<file path="src/assert_macros.svh">
// Assertion helpers for the triple-buffer exchange.
// Every check is sampled on clk and is disabled while rst is high.
`ifndef ASSERT_MACROS_SVH
`define ASSERT_MACROS_SVH

// Checks a condition at every clock edge.
`define ASSERT_ALWAYS(label, expr, msg) \
  label: assert property (@(posedge clk) disable iff (rst) (expr)) else $error(msg);

// Checks that a condition implies another condition in the same cycle.
`define ASSERT_SAME(label, ante, cons, msg) \
  label: assert property (@(posedge clk) disable iff (rst) (ante) |-> (cons)) else $error(msg);

// Checks that a condition implies another condition in the next cycle.
`define ASSERT_NEXT(label, ante, cons, msg) \
  label: assert property (@(posedge clk) disable iff (rst) (ante) |=> (cons)) else $error(msg);

`endif

</file>
<file path="src/tbx_pkg.sv">
package tbx_pkg;

  // Sizing of the buffer pool.
  localparam int NUM_BUFFERS = 3;
  localparam int READER_BITS = 8;
  localparam int SEQ_BITS    = 32;

  // Derived widths.
  localparam int SLOT_W    = $clog2(NUM_BUFFERS);
  localparam int SEQ_CMP_W = (SEQ_BITS > 32) ? SEQ_BITS : 32;

  // Fixed field widths of the stream words.
  localparam int CMD_W       = 3;
  localparam int BIDX_W      = 2;
  localparam int STAMP_W     = 32;
  localparam int STATUS_W    = 2;
  localparam int OUT_SEQ_W   = 32;
  localparam int S_DATA_W    = 72;
  localparam int M_DATA_W    = 72;

  // Command codes.
  localparam logic [CMD_W-1:0] CMD_BEGIN_WRITE    = 3'd0;
  localparam logic [CMD_W-1:0] CMD_PUBLISH        = 3'd1;
  localparam logic [CMD_W-1:0] CMD_ACQUIRE_LATEST = 3'd2;
  localparam logic [CMD_W-1:0] CMD_ACQUIRE_IF_NEW = 3'd3;
  localparam logic [CMD_W-1:0] CMD_RELEASE        = 3'd4;

  // Status codes.
  localparam logic [STATUS_W-1:0] ST_OK        = 2'd0;
  localparam logic [STATUS_W-1:0] ST_NONE      = 2'd1;
  localparam logic [STATUS_W-1:0] ST_BAD_INDEX = 2'd2;
  localparam logic [STATUS_W-1:0] ST_LIMIT     = 2'd3;

  typedef logic [SLOT_W-1:0]      slot_t;
  typedef logic [READER_BITS-1:0] count_t;
  typedef logic [SEQ_BITS-1:0]    seq_t;
  typedef logic [STAMP_W-1:0]     stamp_t;

endpackage

</file>
<file path="src/triple_buffer_exchange_top.sv">
// A command word is accepted into the input register and leaves through the result register.
// Throughput: one command word per cycle unless m_tready stalls; each command is resolved in
// a single pass between the two registers, with the pool state updated on that edge.
// Reset (rst, synchronous, active high) empties both registers, clears all reader counts,
// sequences and stamps, and sets the write pointer and the published buffer to buffer 0.
module triple_buffer_exchange_top (
  input  logic                          clk,
  input  logic                          rst,
  input  logic                          s_tvalid,
  output logic                          s_tready,
  // Fields from bit 0: command.
  input  logic [tbx_pkg::CMD_W-1:0]     s_tuser,
  // Fields from bit 0: buffer_index, last_seen_sequence, timestamp_ms, zero fill.
  input  logic [tbx_pkg::S_DATA_W-1:0]  s_tdata,
  output logic                          m_tvalid,
  input  logic                          m_tready,
  // Fields from bit 0: status, granted_index, granted_sequence, granted_stamp_ms, zero fill.
  output logic [tbx_pkg::M_DATA_W-1:0]  m_tdata
);
  import tbx_pkg::*;

  // Input register.
  logic                  in_valid;
  logic [CMD_W-1:0]      in_cmd;
  logic [BIDX_W-1:0]     in_bidx;
  logic [31:0]           in_last;
  stamp_t                in_stamp;

  // Result register.
  logic                  out_valid;
  logic [STATUS_W-1:0]   out_status;
  logic [BIDX_W-1:0]     out_index;
  logic [OUT_SEQ_W-1:0]  out_seq;
  stamp_t                out_stamp;

  // Pool state.
  slot_t  write_pointer;
  slot_t  published_slot;
  seq_t   latest_sequence;
  count_t reader_count [NUM_BUFFERS];
  seq_t   slot_sequence [NUM_BUFFERS];
  stamp_t slot_stamp [NUM_BUFFERS];

  // Next values and write strobes produced by the command logic.
  slot_t                write_pointer_next;
  slot_t                published_slot_next;
  seq_t                 latest_sequence_next;
  logic                 cnt_we;
  count_t               cnt_val;
  logic                 slot_we;
  slot_t                slot_addr;
  seq_t                 slot_seq_val;
  stamp_t               slot_stamp_val;
  logic [STATUS_W-1:0]  res_status;
  slot_t                res_slot;
  seq_t                 res_seq;
  stamp_t               res_stamp;

  logic                 advance;
  logic                 fire;
  logic                 bidx_ok;
  slot_t                bidx_slot;
  slot_t                sel_slot;
  count_t               sel_count;
  seq_t                 sel_seq;
  stamp_t               sel_stamp;
  seq_t                 seq_inc;
  seq_t                 seq_new;
  logic                 seen_same;
  logic [NUM_BUFFERS-1:0] free_vec;
  logic                 scan_found;
  slot_t                scan_slot;
  logic [SLOT_W:0]      cand_sum;
  slot_t                cand;
  logic [SLOT_W:0]      wrap_sum;
  slot_t                wrap_next;

  // Handshake: the result register drains or is empty, then the input register moves on.
  assign advance  = !out_valid || m_tready;
  assign s_tready = !in_valid || advance;
  assign fire     = in_valid && advance;

  assign m_tvalid = out_valid;
  assign m_tdata  = {4'd0, out_stamp, out_seq, out_index, out_status};

  // Input register load.
  always_ff @(posedge clk) begin
    if (rst) begin
      in_valid <= 1'b0;
    end else if (s_tready) begin
      in_valid <= s_tvalid;
    end
    if (s_tready && s_tvalid) begin
      in_cmd   <= s_tuser;
      in_bidx  <= s_tdata[1:0];
      in_last  <= s_tdata[33:2];
      in_stamp <= s_tdata[65:34];
    end
  end

  // Index decode and the single read port shared by acquire and release.
  assign bidx_ok   = (32'(in_bidx) < NUM_BUFFERS);
  assign bidx_slot = bidx_ok ? SLOT_W'(in_bidx) : '0;
  assign sel_slot  = (in_cmd == CMD_RELEASE) ? bidx_slot : published_slot;
  assign sel_count = reader_count[sel_slot];
  assign sel_seq   = slot_sequence[sel_slot];
  assign sel_stamp = slot_stamp[sel_slot];

  // Next sequence number skips zero on wrap.
  assign seq_inc   = latest_sequence + SEQ_BITS'(1);
  assign seq_new   = (seq_inc == '0) ? SEQ_BITS'(1) : seq_inc;
  assign seen_same = (SEQ_CMP_W'(latest_sequence) == SEQ_CMP_W'(in_last));

  // Write pointer after a publish moves one past the published buffer.
  assign wrap_sum  = (SLOT_W+1)'(bidx_slot) + (SLOT_W+1)'(1);
  assign wrap_next = (32'(wrap_sum) >= NUM_BUFFERS) ? '0 : wrap_sum[SLOT_W-1:0];

  // A buffer is free when it is not published and no reader holds it.
  always_comb begin
    for (int j = 0; j < NUM_BUFFERS; j++) begin
      free_vec[j] = (SLOT_W'(j) != published_slot) && (reader_count[j] == '0);
    end
  end

  // Round-robin pick starting at the write pointer.
  always_comb begin
    scan_found = 1'b0;
    scan_slot  = '0;
    cand_sum   = '0;
    cand       = '0;
    for (int i = 0; i < NUM_BUFFERS; i++) begin
      cand_sum = (SLOT_W+1)'(write_pointer) + (SLOT_W+1)'(i);
      if (32'(cand_sum) >= NUM_BUFFERS) begin
        cand_sum = cand_sum - (SLOT_W+1)'(NUM_BUFFERS);
      end
      cand = cand_sum[SLOT_W-1:0];
      if (!scan_found && free_vec[cand]) begin
        scan_found = 1'b1;
        scan_slot  = cand;
      end
    end
  end

  // Command resolution.
  always_comb begin
    write_pointer_next   = write_pointer;
    published_slot_next  = published_slot;
    latest_sequence_next = latest_sequence;
    cnt_we         = 1'b0;
    cnt_val        = sel_count;
    slot_we        = 1'b0;
    slot_addr      = bidx_slot;
    slot_seq_val   = '0;
    slot_stamp_val = '0;
    res_status     = ST_OK;
    res_slot       = sel_slot;
    res_seq        = sel_seq;
    res_stamp      = sel_stamp;
    case (in_cmd)
      CMD_BEGIN_WRITE: begin
        if (scan_found) begin
          write_pointer_next = scan_slot;
          slot_we   = 1'b1;
          slot_addr = scan_slot;
          res_slot  = scan_slot;
          res_seq   = '0;
          res_stamp = '0;
        end else begin
          res_status = ST_NONE;
        end
      end
      CMD_PUBLISH: begin
        if (bidx_ok) begin
          slot_we              = 1'b1;
          slot_addr            = bidx_slot;
          slot_seq_val         = seq_new;
          slot_stamp_val       = in_stamp;
          published_slot_next  = bidx_slot;
          latest_sequence_next = seq_new;
          write_pointer_next   = wrap_next;
          res_slot  = bidx_slot;
          res_seq   = seq_new;
          res_stamp = in_stamp;
        end else begin
          res_status = ST_BAD_INDEX;
        end
      end
      CMD_ACQUIRE_LATEST, CMD_ACQUIRE_IF_NEW: begin
        if (latest_sequence == '0 || (in_cmd == CMD_ACQUIRE_IF_NEW && seen_same)) begin
          res_status = ST_NONE;
        end else if (sel_count == '1) begin
          res_status = ST_LIMIT;
        end else begin
          cnt_we  = 1'b1;
          cnt_val = sel_count + READER_BITS'(1);
        end
      end
      CMD_RELEASE: begin
        if (!bidx_ok) begin
          res_status = ST_BAD_INDEX;
        end else if (sel_count == '0) begin
          res_status = ST_LIMIT;
        end else begin
          cnt_we  = 1'b1;
          cnt_val = sel_count - READER_BITS'(1);
        end
      end
      default: begin
        res_status = ST_NONE;
      end
    endcase
  end

  // Pool state update, on the same edge that loads the result.
  always_ff @(posedge clk) begin
    if (rst) begin
      write_pointer   <= '0;
      published_slot  <= '0;
      latest_sequence <= '0;
      for (int k = 0; k < NUM_BUFFERS; k++) begin
        reader_count[k]  <= '0;
        slot_sequence[k] <= '0;
        slot_stamp[k]    <= '0;
      end
    end else if (fire) begin
      write_pointer   <= write_pointer_next;
      published_slot  <= published_slot_next;
      latest_sequence <= latest_sequence_next;
      if (cnt_we) begin
        reader_count[sel_slot] <= cnt_val;
      end
      if (slot_we) begin
        slot_sequence[slot_addr] <= slot_seq_val;
        slot_stamp[slot_addr]    <= slot_stamp_val;
      end
    end
  end

  // Result register; a failed command returns zeros beside its status.
  always_ff @(posedge clk) begin
    if (rst) begin
      out_valid <= 1'b0;
    end else if (advance) begin
      out_valid <= in_valid;
    end
    if (fire) begin
      out_status <= res_status;
      if (res_status == ST_OK) begin
        out_index <= BIDX_W'(res_slot);
        out_seq   <= OUT_SEQ_W'(res_seq);
        out_stamp <= res_stamp;
      end else begin
        out_index <= '0;
        out_seq   <= '0;
        out_stamp <= '0;
      end
    end
  end

  `include "assert_macros.svh"

  `ASSERT_ALWAYS(a_ptr_range, (32'(write_pointer) < NUM_BUFFERS) && (32'(published_slot) < NUM_BUFFERS), "buffer pointer out of range")
  `ASSERT_SAME(a_fail_zero, out_valid && out_status != ST_OK, out_index == '0 && out_seq == '0 && out_stamp == '0, "failed result carries data")
  `ASSERT_NEXT(a_publish_seq, fire && in_cmd == CMD_PUBLISH && bidx_ok, latest_sequence != '0 && out_seq == OUT_SEQ_W'(latest_sequence), "publish did not advance the sequence")
  `ASSERT_NEXT(a_grant_count, fire && cnt_we && in_cmd != CMD_RELEASE, reader_count[$past(sel_slot)] != '0, "acquire left a zero reader count")
endmodule

</file>
<file path="config.mk">
export PLATFORM = sky130hd
export DESIGN_NAME = triple_buffer_exchange_top
export DESIGN_NICKNAME = d
export VERILOG_FILES = /design/src/tbx_pkg.sv /design/src/triple_buffer_exchange_top.sv
export VERILOG_INCLUDE_DIRS = /design/src /design/src/src
export SDC_FILE = /design/constraint.sdc
export NUM_CORES = 1
export LEC_CHECK = 0
export BUFFER_PORTS_ARGS = -buffer_cell sky130_fd_sc_hd__buf_4
export CAP_MARGIN = 15
export CORE_AREA = 2 2 188 190
export CTS_BUF_LIST = sky130_fd_sc_hd__clkbuf_4 sky130_fd_sc_hd__clkbuf_8 sky130_fd_sc_hd__clkbuf_16
export CTS_CLUSTER_DIAMETER = 80
export DETAILED_ROUTE_END_ITERATION = 12
export DIE_AREA = 0 0 190 192
export GPL_TIMING_DRIVEN = 0
export HOLD_SLACK_MARGIN = 0.02
export PLACE_DENSITY = 0.92
export REMOVE_ABC_BUFFERS = 1
export SYNTH_ARGS = -nofsm -noshare
export SYNTH_HDL_FRONTEND = slang
export SYNTH_SLANG_ARGS = --single-unit
</file>
<file path="constraint.sdc">
create_clock -name clk -period 13.4 [get_ports clk]
set_input_delay 2.68 -clock clk [delete_from_list [all_inputs] [get_ports clk]]
set_output_delay 2.68 -clock clk [all_outputs]
set_load 0.05 [all_outputs]
</file>
# [Yosys cells after proc, flatten, opt, wreduce, memory -nomap -nowiden]
# Memories as Yosys holds them, arrays and structs flattened.
# Index checks and enable logic that the tools add are counted.
[classes] add_sub_neg=9 eq_ne=10 mux=76 magnitude_cmp=8 reduce_logical=31
[ops] operator="$mux W32" count=11
[ops] operator="$pmux W32 S2" count=2
[ops] operator="$logic_not A32 Y1" count=2
[ops] operator="$reduce_or A32 Y1" count=2
[ops] operator="$mux W2" count=23
[ops] operator="$mux W8" count=5
[ops] operator="$add A32 B1 Y32 const B" count=1
[ops] operator="$eq A32 B32 Y1" count=1
[ops] operator="$logic_not A8 Y1" count=4
[ops] operator="$mux W1" count=26
[ops] operator="$pmux W8 S2" count=1
[ops] operator="$ge A3 B2 Y1 const B" count=3
[ops] operator="$lt A2 B3 Y1 const B" count=3
[ops] operator="$add A8 B1 Y8 const B" count=1
[ops] operator="$eq A8 B8 Y1 const B" count=1
[ops] operator="$logic_and A1 B1 Y1" count=8
[ops] operator="$pmux W2 S2" count=2
[ops] operator="$pmux W2 S4" count=1
[ops] operator="$reduce_or A8 Y1" count=1
[ops] operator="$sub A8 B1 Y8 const B" count=1
[ops] operator="$add A2 B1 Y3 const B" count=2
[ops] operator="$bmux W1 S2" count=3
[ops] operator="$eq A3 B2 Y1 const B" count=2
[ops] operator="$sub A2 B2 Y2 const B" count=3
[ops] operator="other kinds (17)" count=25
[totals] n_memories=3 in_bits=79 register_bits=175 ram_bits=216 out_inout_bits=74
[memory_table] name="slot_sequence" depth=3 width=32 read_ports=1 rd_ports_with_merged_regs=0 wr=3 line_no="triple_buffer_exchange_top.sv:41" rtl="seq_t slot_sequence [NUM_BUFFERS];"
[memory_table] name="slot_stamp" depth=3 width=32 read_ports=1 rd_ports_with_merged_regs=0 wr=3 line_no="triple_buffer_exchange_top.sv:42" rtl="stamp_t slot_stamp [NUM_BUFFERS];"
[memory_table] name="reader_count" depth=3 width=8 read_ports=4 rd_ports_with_merged_regs=0 wr=3 line_no="triple_buffer_exchange_top.sv:40" rtl="count_t reader_count [NUM_BUFFERS];"

# [Logic depth before layout (Yosys ltp)]
# An unclocked memory read counts as a cell.
[depth] word_depth=20 ltp_mapped=17 mapped_depth_nobuf=13

# [Worst setup path after synthesis]
# OpenSTA, ideal clock, no wires.
[synth_path] path_kind="input to register" from="input port m_tready" to="memory slot_sequence[3][0] (netlist bit) (enable)" path_stages=5 required_ps=12835 setup_time_ps=565 arrival_ps=7648 path_buffers=0 path_slack_ps=5187 path_cell_list="nor2b_1 > nand2b_1 > nor2_1 > nand2_1 > nor3_1"
[synth_lines] element="from (decl)" line_no="triple_buffer_exchange_top.sv:16" rtl="input logic m_tready,"
[synth_lines] element="to (decl)" line_no="triple_buffer_exchange_top.sv:41"

# [Worst setup path in the final report]
[layout_path] from="register in_cmd[0]" to="register out_seq[31] (data pin)"
[layout_between] elab_chain_cells=8 word_cells_on_any_way=22
[layout_lines] element="from (decl)" line_no="triple_buffer_exchange_top.sv:24" rtl="logic [CMD_W-1:0] in_cmd;"
[layout_lines] element="from (signal assigned)" line_no="triple_buffer_exchange_top.sv:94" rtl="in_cmd <= s_tuser;"
[layout_lines] element="$eq A3 B3 Y1" line_no="triple_buffer_exchange_top.sv:104, triple_buffer_exchange_top.sv:159"
[layout_lines] element="$mux W2" line_no="triple_buffer_exchange_top.sv:104" rtl="assign sel_slot = (in_cmd == CMD_RELEASE) ? bidx_slot : published_slot;"
[layout_lines] element="$mem_v2 Z3 W8"
[layout_lines] element="$eq A8 B8 Y1 or $logic_not A8 Y1 (tied branches)" line_no="triple_buffer_exchange_top.sv:191, triple_buffer_exchange_top.sv:201"
[layout_lines] element="$mux W2 (on tied branches)" line_no="triple_buffer_exchange_top.sv:191, triple_buffer_exchange_top.sv:201"
[layout_lines] element="$mux W2 (on tied branches)" line_no="triple_buffer_exchange_top.sv:189, triple_buffer_exchange_top.sv:199"
[layout_lines] element="$pmux W2 S4 (*)" line_no="triple_buffer_exchange_top.sv:159" rtl="case (in_cmd)"
[layout_lines] element="named net res_status[0]" line_no="triple_buffer_exchange_top.sv:54" rtl="logic [STATUS_W-1:0] res_status;"
[layout_lines] element="$logic_not A2 Y1 (*)" line_no="triple_buffer_exchange_top.sv:248" rtl="if (res_status == ST_OK) begin"
[layout_lines] element="to (signal assigned)" line_no="triple_buffer_exchange_top.sv:250" rtl="out_seq <= OUT_SEQ_W'(res_seq);"
[layout_lines] element="to (decl)" line_no="triple_buffer_exchange_top.sv:33" rtl="logic [OUT_SEQ_W-1:0] out_seq;"
# Mark *: on every way through the listed nets, which the timed path passes. The rest lies on a longest branch.
# A chain may end at the register's enable or synchronous reset.

==> results.json <==
{
  "numCtsBuffers": 47,
  "fin_setup_tns_ns": 0,
  "synth-main-ff-cell": "edfxtp_1",
  "n_antenna_cell": 0,
  "path_buf_inv": 1,
  "yosysMostFrequentCell": "edfxtp_1",
  "cts_tree": "built",
  "antenna_found_initial": 0,
  "grt_use_total": 0.308,
  "viasPerCell": 6.43,
  "drv_cap": 0,
  "ys_types": 75,
  "grt_pass1_wl_mm": 87.1,
  "cts_setup_buffers": 0,
  "initial_utilization": 0.635,
  "post-route-period-util": 0.455,
  "dp.cells": 2461,
  "post_drt_wl_per_cell_um": 22.0,
  "die_y_um": 192,
  "first_pass_iters": 8,
  "layout.nets": 2143,
  "cts_resized": 0,
  "p_comb_frac": 0.069,
  "first_iter_violations": 2070,
  "synth_edf_count": 425,
  "syn-instance-count": 1963,
  "cpMaxStageDelayCell": "a21oi_4",
  "ys_warn_count": 0,
  "fp.dieW_um": 190,
  "root_buffer": "clkbuf_16",
  "crit_type": "reg -> reg",
  "peakVddDrop_uv": 153,
  "ant_nets": 0,
  "clkLatencyLatePin_ns": 0.59,
  "finalHoldViolCount": 0,
  "vias": 16400,
  "p_seq_frac": 0.513,
  "p_clk_frac": 0.418,
  "yosysTopAreaCell": "edfxtp_1",
  "clockBufferDepth": 3,
  "place_congestion": 0.911,
  "hold_buffers": 0,
  "critPathTopFamily": "compound AO/OA/AOI/OAI gates",
  "netSwitchingFraction": 0.232,
  "ys_top_cells_by_count": "edfxtp_1 (425), nand2_1 (298), nor2_1 (287)",
  "grt_max_degree": 83,
  "hp-class": "reg -> reg",
  "finalClockSkew_ns": 0.0373,
  "syn_avg_cell_area_sq_um": 11.1,
  "num_rows": 68,
  "clock_sinks": 463,
  "clk_pin_slew_ns": 0.06,
  "relSlewSlack": 0.215,
  "leakagePower_nw": 9.20,
  "cp.arrival_ns": 6.40,
  "layoutNonFillerInstCount": 2548,
  "netlist.area_leader.share": 0.586,
  "layout_setup_ws_ns": 7.30,
  "fin_util": 0.733,
  "synth_area_sq_mm": 0.0218,
  "grt-ovfl-total": 0,
  "cellPowerDensity_mw_per_mm2": 127,
  "drt_wl_total_mm": 56.1,
  "die_area_sq_mm": 0.0365,
  "fin_crit_ns": 6.10,
  "crit_path_max_fanout": 38,
  "setup_viol": 0,
  "start_kind": "flip-flop",
  "drive_gt1_frac": 0.161,
  "core_area_sq_mm": 0.0343,
  "switchingPower_w": 0.000741,
  "worst_pin_slew_ns": 1.17,
  "grt_pass1_vias": 16500,
  "status": "finished, final reports clean",
  "cts-htree-levels": 2,
  "dp_hpwl_mm": 34.8,
  "crit_path_end_kind": "flip-flop",
  "finalMaxSlewViolations": 0,
  "io_pins": 153,
  "fmax_mhz": 164,
  "place_ws_ns": 7.42,
  "fillers": 2004,
  "p_int_w": 0.00246,
  "rsz0062_at_grt": "no",
  "slowest_delay_ns": 0.94,
  "synthArstFlopShare": 0,
  "cp.required_ns": 13.70,
  "ys_ff_latch": 463,
  "path_cells": "or3b_1 -> a21oi_4 -> mux2i_1 -> ha_1 -> nand2_1 -> a211oi_1 -> nor2_1 -> o31a_1 -> a221oi_2 -> or2_4 -> buf_12 -> a21oi_1",
  "synthToLayoutAreaGrowth_pct": 15.4,
  "synth.yosys.seq_area_share": 0.621,
  "drcViolationCount": 0,
  "portBuffers": 142,
  "yosys-top-cells-area": "edfxtp_1 (59%), nand2_1 (5.1%), nor2_1 (5.0%)"
}
power by group through the flow:
stage / Sequential [W] / Combinational, W / Clock, W
after global placement: 0.00167 / 0.000200 / 0
after global routing: 0.00164 / 0.000235 / 0.00140
final: 0.00164 / 0.000222 / 0.00134
after detailed placement: 0.00167 / 0.000216 / 0
after CTS: 0.00164 / 0.000219 / 0.00134
after floorplan: 0.00170 / 0.0000999 / 0
cells by family after synthesis:
group           share of synthesized area
simple gates                        0.171
fa+ha+maj                         0.00563
xor+xnor                           0.0346
compound gates                     0.0973
flops                               0.621
buf+inv                            0.0458
mux                                0.0241
other cells                      0.000172
sequential cells by signal (all words and copies together), names as in the netlist, 2 cells and up:
name	flops
slot_sequence	128
slot_stamp	128
in_last	32
in_stamp	32
latest_sequence	32
out_seq	32
out_stamp	32
reader_count	32
in_cmd	3
in_bidx	2
out_index	2
out_status	2
published_slot	2
write_pointer	2
final timing paths:
| kind | start | end | slack [ns] | depth (start not counted) |
|---|---|---|---|---|
| min reg2reg | in_valid | m_tvalid | 0.55 | 2 |
| min | in_valid | m_tvalid | 0.55 | 2 |
| max reg2reg | in_cmd[0] | out_seq[31] | 7.30 | 12 |
| max | in_cmd[0] | out_seq[31] | 7.30 | 12 |
final cells by class:
| cell class | instances | area (sq um) | area share |
|---|---|---|---|
| timing repair buffer | 181 | 1760 | 0.0700 |
| sequential | 463 | 13500 | 0.538 |
| multi-input combinational | 1272 | 7340 | 0.292 |
| clock inverter | 33 | 362 | 0.0144 |
| tap | 455 | 569 | 0.0227 |
| clock buffer | 54 | 1230 | 0.0489 |
| inverter | 90 | 340 | 0.0135 |
metal layers:
layer / share of wire / vias up / track usage
li1: - / 7142 / -
met2: 0.49 / 1191 / 0.509
met5: 0 / - / 0
met3: 0.10 / 239 / 0.0541
met4: 0.044 / 0 / 0.155
met1: 0.37 / 7819 / 0.394
cells in the final DEF, fill, tap and decap left out, types with 7 or more instances in the layout:
cell / n
nand2b_1: 10
a21oi_1: 46
dfxtp_1: 38
clkbuf_16: 47
mux2_2: 7
nand3_1: 30
nand4_1: 30
nor3_1: 23
buf_8: 13
inv_1: 89
a31oi_1: 70
nor2_1: 285
clkinv_2: 10
mux2i_1: 32
a21oi_2: 40
o211ai_1: 7
and2_1: 61
xnor2_1: 58
and3_1: 9
xor2_1: 28
ha_1: 9
clkbuf_4: 7
clkinv_1: 11
nor4_1: 25
edfxtp_1: 425
buf_16: 9
buf_12: 7
o21ai_0: 16
buf_4: 143
or3_1: 9
buf_6: 9
a211oi_1: 73
nand2_1: 298
metrics by stage:
step / area [sq um] / hold slack [ns] / power (W)
detailed placement: 23500 / 0.517 / 0.00188
finish: 25100 / 0.545 / 0.00320
global placement: 22700 / 0.504 / 0.00187
floorplan: 21100 / 0.487 / 0.00180
global route: 25100 / 0.580 / 0.00327
CTS: 25100 / 0.549 / 0.00320
tightest hold or removal path: stages, from the launching register on:
cell and delay (ns):
dfxtp_1 0.33, nor2_1 0.12, nor2_1 0.05
(Power assumes the default switching activity.)
